===== src/hdl/phsms_pkg.sv =====
`timescale 1ns / 1ps
package phsms_pkg;

	// fixed field widths
	localparam int KEY_W    = 64;
	localparam int TAG_W    = 16;
	localparam int LIVE_W   = 6;
	localparam int THR_W    = 17;
	localparam int MAX_AW   = 7;

	localparam logic [63:0] GOLDEN = 64'h9E3779B97F4A7C15;
	localparam logic [THR_W-1:0] DEFAULT_THR = 17'd100;

	// request modes
	localparam logic [1:0] MODE_RESTART = 2'd0;
	localparam logic [1:0] MODE_INSERT  = 2'd1;
	localparam logic [1:0] MODE_MARK    = 2'd2;
	localparam logic [1:0] MODE_SWEEP   = 2'd3;

	// result status codes
	localparam logic [2:0] ST_DONE    = 3'd0;
	localparam logic [2:0] ST_FULL    = 3'd1;
	localparam logic [2:0] ST_ABSENT  = 3'd2;
	localparam logic [2:0] ST_NULL    = 3'd3;
	localparam logic [2:0] ST_MARKED  = 3'd4;

	typedef enum logic [3:0] {
		S_IDLE, S_HASH, S_PRD, S_PCMP, S_EMIT,
		S_CRD, S_CCHK, S_THR,
		S_SRD, S_SCHK, S_SHASH, S_SPUT, S_SNEXT
	} ctl_state_t;

	typedef enum logic [1:0] {
		H_IDLE, H_MUL, H_RED
	} hash_state_t;

	// slot table controls
	typedef struct packed {
		logic              rd_en;
		logic [MAX_AW-1:0] rd_addr;
		logic              wr_en;
		logic [MAX_AW-1:0] wr_addr;
		logic              clr_all;
		logic              clr_bank_en;
		logic              clr_bank;
		logic              clr_one_en;
		logic [MAX_AW-1:0] clr_one_addr;
		logic [MAX_AW-1:0] chk_addr;
	} tbl_ctl_t;

endpackage


===== src/hdl/phsms_hash.sv =====
`timescale 1ns / 1ps
module phsms_hash #(
	parameter int CAPACITY = 64
) (
	input  logic                          clk,
	input  logic                          arst_n,
	input  logic                          start,
	input  logic [phsms_pkg::KEY_W-1:0]   key,
	output logic                          done,
	output logic [$clog2(CAPACITY)-1:0]   home
);
	import phsms_pkg::*;

	localparam int IW = $clog2(CAPACITY);
	localparam bit IS_POW2 = ((1 << IW) == CAPACITY);

	generate
		if (IS_POW2) begin : g_pow2
			// low bits of the product only depend on low bits of the operands
			logic [IW-1:0]   prod;
			logic            done_q;
			logic [IW-1:0]   home_q;

			assign prod = key[IW+2:3] * GOLDEN[IW-1:0];

			always_ff @(posedge clk or negedge arst_n) begin
				if (!arst_n) begin
					done_q <= 1'b0;
				end else begin
					done_q <= start;
				end
			end

			always_ff @(posedge clk) begin
				if (start) begin
					home_q <= prod;
				end
			end

			assign done = done_q;
			assign home = home_q;
		end else begin : g_serial
			// shift-add multiply, then fold the product one byte a cycle:
			// r = (r * 256 + byte) mod CAPACITY, both terms from constant tables
			localparam int RN = 1 << IW;
			hash_state_t    phase_q;
			logic [5:0]     cnt_q;
			logic           done_q;
			logic [63:0]    acc_q;
			logic [63:0]    mc_q;
			logic [60:0]    mp_q;
			logic [IW-1:0]  r_q;
			logic [IW-1:0]  r_shift [RN];
			logic [IW-1:0]  byte_mod [256];
			logic [IW:0]    t;

			for (genvar g = 0; g < RN; g++) begin : g_rtab
				assign r_shift[g] = IW'((g * 256) % CAPACITY);
			end
			for (genvar g = 0; g < 256; g++) begin : g_btab
				assign byte_mod[g] = IW'(g % CAPACITY);
			end

			// both terms are below CAPACITY, one subtract brings the sum back
			assign t = {1'b0, r_shift[r_q]} + {1'b0, byte_mod[acc_q[63:56]]};

			always_ff @(posedge clk or negedge arst_n) begin
				if (!arst_n) begin
					phase_q <= H_IDLE;
					cnt_q   <= '0;
					done_q  <= 1'b0;
				end else begin
					done_q <= 1'b0;
					case (phase_q)
						H_IDLE: begin
							if (start) begin
								phase_q <= H_MUL;
								cnt_q   <= '0;
							end
						end
						H_MUL: begin
							cnt_q <= cnt_q + 6'd1;
							if (cnt_q == 6'd60) begin
								phase_q <= H_RED;
								cnt_q   <= '0;
							end
						end
						H_RED: begin
							cnt_q <= cnt_q + 6'd1;
							if (cnt_q == 6'd7) begin
								phase_q <= H_IDLE;
								done_q  <= 1'b1;
							end
						end
						default: phase_q <= H_IDLE;
					endcase
				end
			end

			always_ff @(posedge clk) begin
				case (phase_q)
					H_IDLE: begin
						acc_q <= '0;
						mc_q  <= GOLDEN;
						mp_q  <= key[63:3];
						r_q   <= '0;
					end
					H_MUL: begin
						if (mp_q[0]) begin
							acc_q <= acc_q + mc_q;
						end
						mc_q <= {mc_q[62:0], 1'b0};
						mp_q <= {1'b0, mp_q[60:1]};
					end
					H_RED: begin
						r_q   <= (t >= (IW+1)'(CAPACITY)) ? IW'(t - (IW+1)'(CAPACITY)) : IW'(t);
						acc_q <= {acc_q[55:0], 8'h00};
					end
					default: r_q <= r_q;
				endcase
			end

			assign done = done_q;
			assign home = r_q;
		end
	endgenerate

endmodule


===== config.mk =====
export PLATFORM = sky130hd
export DESIGN_NAME = phsms_hash
export DESIGN_NICKNAME = d
export VERILOG_FILES = /design/src/hdl/phsms_pkg.sv /design/src/hdl/phsms_hash.sv
export SDC_FILE = /design/constraint.sdc
export NUM_CORES = 1
export LEC_CHECK = 0
export BUFFER_PORTS_ARGS = -buffer_cell sky130_fd_sc_hd__buf_4
export CAP_MARGIN = 10
export CORE_MARGIN = 5
export CORE_UTILIZATION = 23
export DETAILED_ROUTE_END_ITERATION = 10
export GPL_ROUTABILITY_DRIVEN = 0
export PLACE_DENSITY = 0.82
export SETUP_SLACK_MARGIN = 0.1
export SYNTH_ARGS = -nofsm -noshare
export SYNTH_HDL_FRONTEND = slang
export SYNTH_SLANG_ARGS = --single-unit
export TNS_END_PERCENT = 5

===== constraint.sdc =====
create_clock -name clk -period 0.8 [get_ports clk]
set_input_delay 0.08 -clock clk [delete_from_list [all_inputs] [get_ports clk]]
set_output_delay 0.08 -clock clk [all_outputs]
set_load 0.02 [all_outputs]

# Word level (Yosys, flattened, before mapping)
# Index checks and enable logic that the tools add are counted.
# op_classes
addsub,0
multipliers,1
n_div,0
n_lt_le_gt_ge,0
eq_ne,0
shift,0
muxes,0
bitwise_logic,0
n_reduce_logical,0
# ops
op,count
$mul 6x5->6 const B,1
# word_totals
ff_bits,7
latchBits,0
ramBits,0
romBits,0
inputBits,67
elab_cells,3
memories,0

# Logic depth before layout (Yosys ltp)
# Gate-level depths: netlist of run 1.
# logic_depth
word_depth,1
mapped_depth,6

# Worst setup path before layout of run 1
# OpenSTA, ideal clock, no wires.
# synth_path
path_type,in2reg
from,input port key[3] (netlist name)
to,"register g_pow2.home_q[5], in the netlist home[5], data pin"
arrival_time_ns,1.353
required_ns,0.540
setup_slack_ns,-0.813
stages,6
path_cell_list,ha_1 ha_1 inv_1 fa_1 xnor2_1 xnor2_1
# synth_via
elab_chain_len,1
# synth_lines
item,line_no,rtl
"start, declared",phsms_hash.sv:8,"input logic [phsms_pkg::KEY_W-1:0] key,"
$mul 6x5->6,phsms_hash.sv:24,assign prod = key[IW+2:3] * GOLDEN[IW-1:0];
net g_pow2.prod[5],phsms_hash.sv:20,logic [IW-1:0] prod;
"end signal, assigned",phsms_hash.sv:36,home_q <= prod;
"end, declared",phsms_hash.sv:22,logic [IW-1:0] home_q;
# The timed path passes the listed nets, and every way through them passes these cells.
# A chain may end at the register's enable or synchronous reset.

# Worst setup path after layout of run 1
# layout_path
from,input port key[5] (netlist name)
to,"register g_pow2.home_q[5], in the netlist home[5], data pin"
# The elaborated chain is that of the path after synthesis.

==> results of run 1 <==
-- timing repair --
action,CTS,global route
hold buffers,1,0
buffers inserted,1,0
endpoints found under the setup margin,10,10
gates resized for setup,14,2
pin swaps,7,7
endpoints found under the hold margin,1,0
-- sequential cells by signal, summed over array words and instances (netlist names) --
register / count
done: 1
home: 6
-- power by group through the flow --
stage | sequential (uW) | combinational [uW] | clock [uW]
global route | 481 | 416 | 337
finish | 477 | 384 | 309
detailed placement | 475 | 309 | 0
CTS | 478 | 379 | 319
floorplan | 536 | 104 | 0
global placement | 476 | 301 | 0
-- how the worst max path moves through the flow --
| stage | start | end | slack [ps] | cells after the start |
|---|---|---|---|---|
| 3_5_place_dp | key[5] | home[5] | -800 | 7 |
| 4_1_cts | key[3] | home[5] | -540 | 7 |
| 6_report | key[5] | home[5] | -510 | 7 |
| 3_3_place_gp | key[5] | home[5] | -780 | 7 |
| 5_1_grt | key[5] | home[5] | -540 | 7 |
| 2_1_floorplan | key[5] | home[5] | -640 | 6 |
-- cell usage after synthesis --
cell,count
fa_1,1
ha_1,4
xnor2_1,3
inv_1,4
dfrtp_1,1
edfxtp_1,6
-- routing by layer --
metal	GRT usage	vias to the layer above	routed length [um]
met5	0	-	0
met4	0.0829	0	21
met3	0.0421	2	86
met2	0.111	18	275
met1	0.0780	99	256
li1	-	111	-
-- critical path, delay by kind of cell --
| kind | cells | cell delay, ps |
|---|---|---|
| xor gates and xnor gates | 2 | 270 |
| buffers and inverters | 2 | 130 |
| adders and majority gates | 3 | 830 |
-- kinds of logic (layout without fill, tap and decap cells) --
kind of cell               count (synthesis)  count (layout)  share of synthesized area
xor gates and xnor gates                   3               3                     0.0830
DFF                                        7               7                      0.648
adders and majority gates                  5               5                      0.221
buffers and inverters                      4              28                     0.0474
-- metrics by stage --
step                      setup TNS (ps)  setup WS, ps  hold slack, ps  total power [uW]
after global placement             -1880          -781            -144               777
after global routing               -1460          -542            14.7              1230
after detailed placement           -1910          -802            -142               784
after CTS                          -1330          -539            10.4              1180
after floorplan                    -1330          -639            -216               641
final                              -1210          -512            17.8              1170
-- area by class of cell --
type	count	area (um^2)	area share
sequential	7	205	0.329
timing repair buffer	20	201	0.323
multi-input combinational	8	156	0.251
clock buffer	4	26.3	0.0422
tap	15	18.8	0.0301
inverter	4	15.0	0.0241
==> out/qor.yml, run 1 <==
switching_share: 0.252
hold_path_class: "input pin to register"
ir_worst_vdd_uv: 605
cts_buffers: 3
syn2layout_area_growth_pct: 96.8
intPower_uw: 875
maxCapViolations: 0
dr.pass1.iters: 1
core_um2: 1300
drt_iter0_markers: 0
layout_common_cells: "11 x buf_6, 7 x buf_4, 6 x edfxtp_1, 4 x ha_4, 3 x clkbuf_4"
final_max_slew_viol_count: 0
placementRows: 13
violations: "negative setup slack"
fmax_mhz: 762
pwr-share-comb: 0.328
slowest_delay_ps: 340
die_width_um: 47.1
critical_path.slowest_cell: "fa_2"
via_per_inst: 3.97
avgSynthCellArea_um2: 16.7
cts-root-buf: "clkbuf_4"
final_cells: 58
ant_nets: 0
clkPwrFrac: 0.264
path_common_cell: "ha_4"
crit_required_ps: 790
grt_pass1_vias: 265
setup_viol: 9
dp_cells: 52
io_buffer_count: 15
slew-limit-headroom: 0.878
hold_path.startpoint: "start"
p_switching_uw: 295
endpoint_kind: "register"
final_util: 0.479
die_area_um2: 2220
path_clk_slew_ps: 50
p_per_area_nw_per_um2: 1880
grt_usage: 0.0785
pin_count: 74
synthDominantCellAreaShare: 0.569
final_common_cell: "buf_6"
globalRoute.totalOverflow: 0
drive_above_1_share: 0.698
die_h_um: 47.1
clock_sinks: 7
clockBufferDepth: 2
worstMarginPinSlew_ps: 182
antennaDiodeCount: 0
ys_seq_elements: 7
p_seq_frac: 0.408
synth_nets: 91
syn_area_um2: 317
dpl_cell_area_um2: 505
path_max_fanout: 2
ys_warn_count: 0
cts_tree: "done"
hold_depth: 1
antenna_found_initial: 0
nets: 116
wl_per_cell_um: 11.0
nFillCells: 132
drc_errors: 0
worstPathArrival_ps: 1310
hold_viol_final: 0
start_util: 0.243
period_minus_slack_ps: 1310
fin_ws_ps: -512
leakage_uw: 0.000259
vias: 230
path_cells: "buf_6 > ha_4 > ha_4 > inv_2 > fa_2 > xnor2_2 > xnor2_1"
ys_top_cells_by_area: "edfxtp_1 57%, ha_1 16%, xnor2_1 8.3%, dfrtp_1 7.9%, fa_1 6.3%"
critical_path.startpoint_type: "input pin"
postRouteWirelength_um: 639
fin_crit_sh: 1.64
htree_levels: 1
finalInstanceArea_um2: 623
setup.worst_path.class: "input pin to register"
yosys.area.top_type: "edfxtp_1"
status: "complete, but fails checks"
synth_cells: 19
min_to: "done"
grt_max_degree: 8
yosysUniqueCellTypes: 6
grt_pass1_wl_um: 1070
synth_seq_area_share: 0.648
rsz0062_at_grt: "yes"
Power figures use the tool's default switching activity.
==> inputs of run 2 (changes only) <==
--- a/config.mk
+++ b/config.mk
@@ -5,13 +5,16 @@
 export SDC_FILE = /design/constraint.sdc
 export NUM_CORES = 1
 export LEC_CHECK = 0
-export BUFFER_PORTS_ARGS = -buffer_cell sky130_fd_sc_hd__buf_4
+export BUFFER_PORTS_ARGS = -buffer_cell sky130_fd_sc_hd__clkbuf_2
 export CAP_MARGIN = 10
+export CELL_PAD_IN_SITES_DETAIL_PLACEMENT = 1
+export CELL_PAD_IN_SITES_GLOBAL_PLACEMENT = 1
+export CORE_ASPECT_RATIO = 1.4
 export CORE_MARGIN = 5
-export CORE_UTILIZATION = 23
+export CORE_UTILIZATION = 11
 export DETAILED_ROUTE_END_ITERATION = 10
 export GPL_ROUTABILITY_DRIVEN = 0
-export PLACE_DENSITY = 0.82
+export PLACE_DENSITY_LB_ADDON = 0.1
 export SETUP_SLACK_MARGIN = 0.1
 export SYNTH_ARGS = -nofsm -noshare
 export SYNTH_HDL_FRONTEND = slang
==> constraint.sdc (replaced) <==
create_clock -name clk -period 1.15 [get_ports clk]
set_input_delay 0.115 -clock clk [delete_from_list [all_inputs] [get_ports clk]]
set_output_delay 0.115 -clock clk [all_outputs]
set_load 0.02 [all_outputs]
==> run 2 against run 1 <==
The flow still finishes with violations (negative setup slack). Critical path depth did not move. Routed wire length increased by 4.4%. Global-route usage fell by 3.9 points. Sequential share of layout area up 5.5 points. Cell area shrank 14%. Sequential cell count unchanged. Sequential power down 32%. Combinational power is 52% lower. Die area is 83% higher. Cell count grew 31%. First-iteration DRC count rose by 3. Highest routed layer unchanged.
==> out/qor.yml, run 2 (same netlist as run 1, synthesis figures left out) <==
final_util: 0.189  # was 0.479
p_total_uw: 841  # was 1170 uW
via_per_inst: 2.83  # was 3.97
dr.pass1.iters: 2  # was 1
ir_worst_vdd_uv: 340  # was 605 uV
cts_buffers: 3  # unchanged
drive_above_1_share: 0.615  # was 0.698
die_area_um2: 4070  # was 2220 um^2
start_util: 0.112  # was 0.243
die_width_um: 55.3  # was 47.1 um
worstPathArrival_ps: 1350  # was 1310 ps
fin_setup_tns_ps: -386  # was -1210 ps
antenna_found_initial: 0  # unchanged
vias: 215  # was 230
wl_per_cell_um: 8.78  # was 11.0 um
htree_levels: 1  # unchanged
globalRoute.totalOverflow: 0  # unchanged
worstMarginPinSlew_ps: 163  # was 182 ps
fin_ws_ps: -232  # was -512 ps
grt_pass1_wl_um: 1090  # was 1070 um
setup_viol: 2  # was 9
finalInstanceArea_um2: 534  # was 623 um^2
fin_crit_sh: 1.20
drc_errors: 0  # unchanged
grt_pass1_vias: 246  # was 265
cts_tree: "done"  # unchanged
slew-limit-headroom: 0.890  # was 0.878
crit_required_ps: 1120  # was 790 ps
clockBufferDepth: 2  # unchanged
pin_count: 74  # unchanged
critical_path.startpoint_type: "input pin"  # unchanged
grt_usage: 0.0394  # was 0.0785
pre_cts_ws_ps: -473  # was -802 ps
setup.worst_path.class: "input pin to register"  # unchanged
postRouteWirelength_um: 667  # was 639 um
leakage_uw: 0.000224  # was 0.000259 uW
maxCapViolations: 0  # unchanged
final_common_cell: "clkbuf_2"  # was buf_6
antennaDiodeCount: 0  # unchanged
placementRows: 23  # was 13
die_h_um: 73.5  # was 47.1 um
layout_common_cells: "14 x clkbuf_2, 6 x edfxtp_1, 3 x clkbuf_8"  # was 11 x buf_6, 7 x buf_4, 6 x edfxtp_1, 4 x ha_4, 3 x clkbuf_4
fmax_mhz: 724
io_buffer_count: 15  # unchanged
ant_nets: 0  # unchanged
largest_reg_flops: 6  # unchanged
endpoint_kind: "register"  # unchanged
nFillCells: 335  # was 132
core_um2: 2820  # was 1300 um^2
syn2layout_area_growth_pct: 68.8  # was 96.8%
status: "complete, but fails checks"  # unchanged
hold_viol_final: 0  # unchanged
path_max_fanout: 2  # unchanged
path_clk_slew_ps: 40  # was 50 ps
nets: 112  # was 116
period_minus_slack_ps: 1380
drt_iter0_markers: 3  # was 0
dpl_cell_area_um2: 473  # was 505 um^2
rsz0062_at_grt: "yes"  # unchanged
final_max_slew_viol_count: 0  # unchanged
violations: "negative setup slack"  # unchanged
p_per_area_nw_per_um2: 1570  # was 1880 nW/um^2
grt_max_degree: 8  # unchanged
cts-root-buf: "clkbuf_8"  # was clkbuf_4
hold_path_class: "input pin to register"  # unchanged
clock_sinks: 7  # unchanged
## run 2: changes by cell type in the layout (fill, tap and decap cells not counted)
cell and delta:
clkbuf_2 +14, buf_6 -10, buf_4 -7, clkbuf_4 -3, clkbuf_8 +3, ha_1 +2, ha_4 -2, buf_8 -1
## run 2: critical path, stage by stage
cell      delay, ps
clkbuf_2        110
ha_4            230
ha_4            250
inv_2            30
fa_2            340
xnor2_2         150
xnor2_1         120
## run 2: what timing repair did
action,4_1_cts,5_1_grt
gates resized for setup,1,1
hold buffers,1,0
endpoints found under the setup margin,2,2
buffers inserted,0,0
hold endpoints to repair,1,0
## run 2: through the flow
| stage | hold WS, ps | instances |
|---|---|---|
| final | 96.4 | 76 |
| after global routing | 94.4 | 76 |
| after CTS | 94.1 | 76 |
| after detailed placement | -108 | 71 |
| after global placement | -110 | 71 |
| after floorplan | -181 | 19 |
## run 2: worst paths after layout
path | from | end | depth (start not counted)
max in group asynchronous | arst_n | done | 2
min in group asynchronous | arst_n | done | 2
min | key[4] | home[1] | 1
max | key[3] | home[5] | 7
## run 2: where the power goes
group | switching, uW | total, uW | leakage [uW] | internal (uW)
sequential | 7.55 | 326 | 0.0000704 | 319
clock | 90.8 | 329 | 0.0000228 | 238
combinational | 102 | 185 | 0.000131 | 83.3
total | 200 | 841 | 0.000224 | 641
## run 2: cell type report
| class | count | area (um^2) | area share |
|---|---|---|---|
| Sequential cell | 7 | 205 | 0.384 |
| Multi-Input combinational cell | 8 | 131 | 0.246 |
| Timing Repair Buffer | 16 | 91.3 | 0.171 |
| Tap cell | 37 | 46.3 | 0.0867 |
| Clock buffer | 4 | 45.0 | 0.0843 |
| Inverter | 4 | 15.0 | 0.0281 |
## run 2: layer usage
| metal | track usage | wire (um) | vias up |
|---|---|---|---|
| li1 | - | - | 103 |
| met1 | 0.0320 | 227 | 97 |
| met2 | 0.0592 | 347 | 13 |
| met3 | 0.0299 | 81 | 2 |
| met4 | 0.0405 | 11 | 0 |
| met5 | 0 | 0 | - |
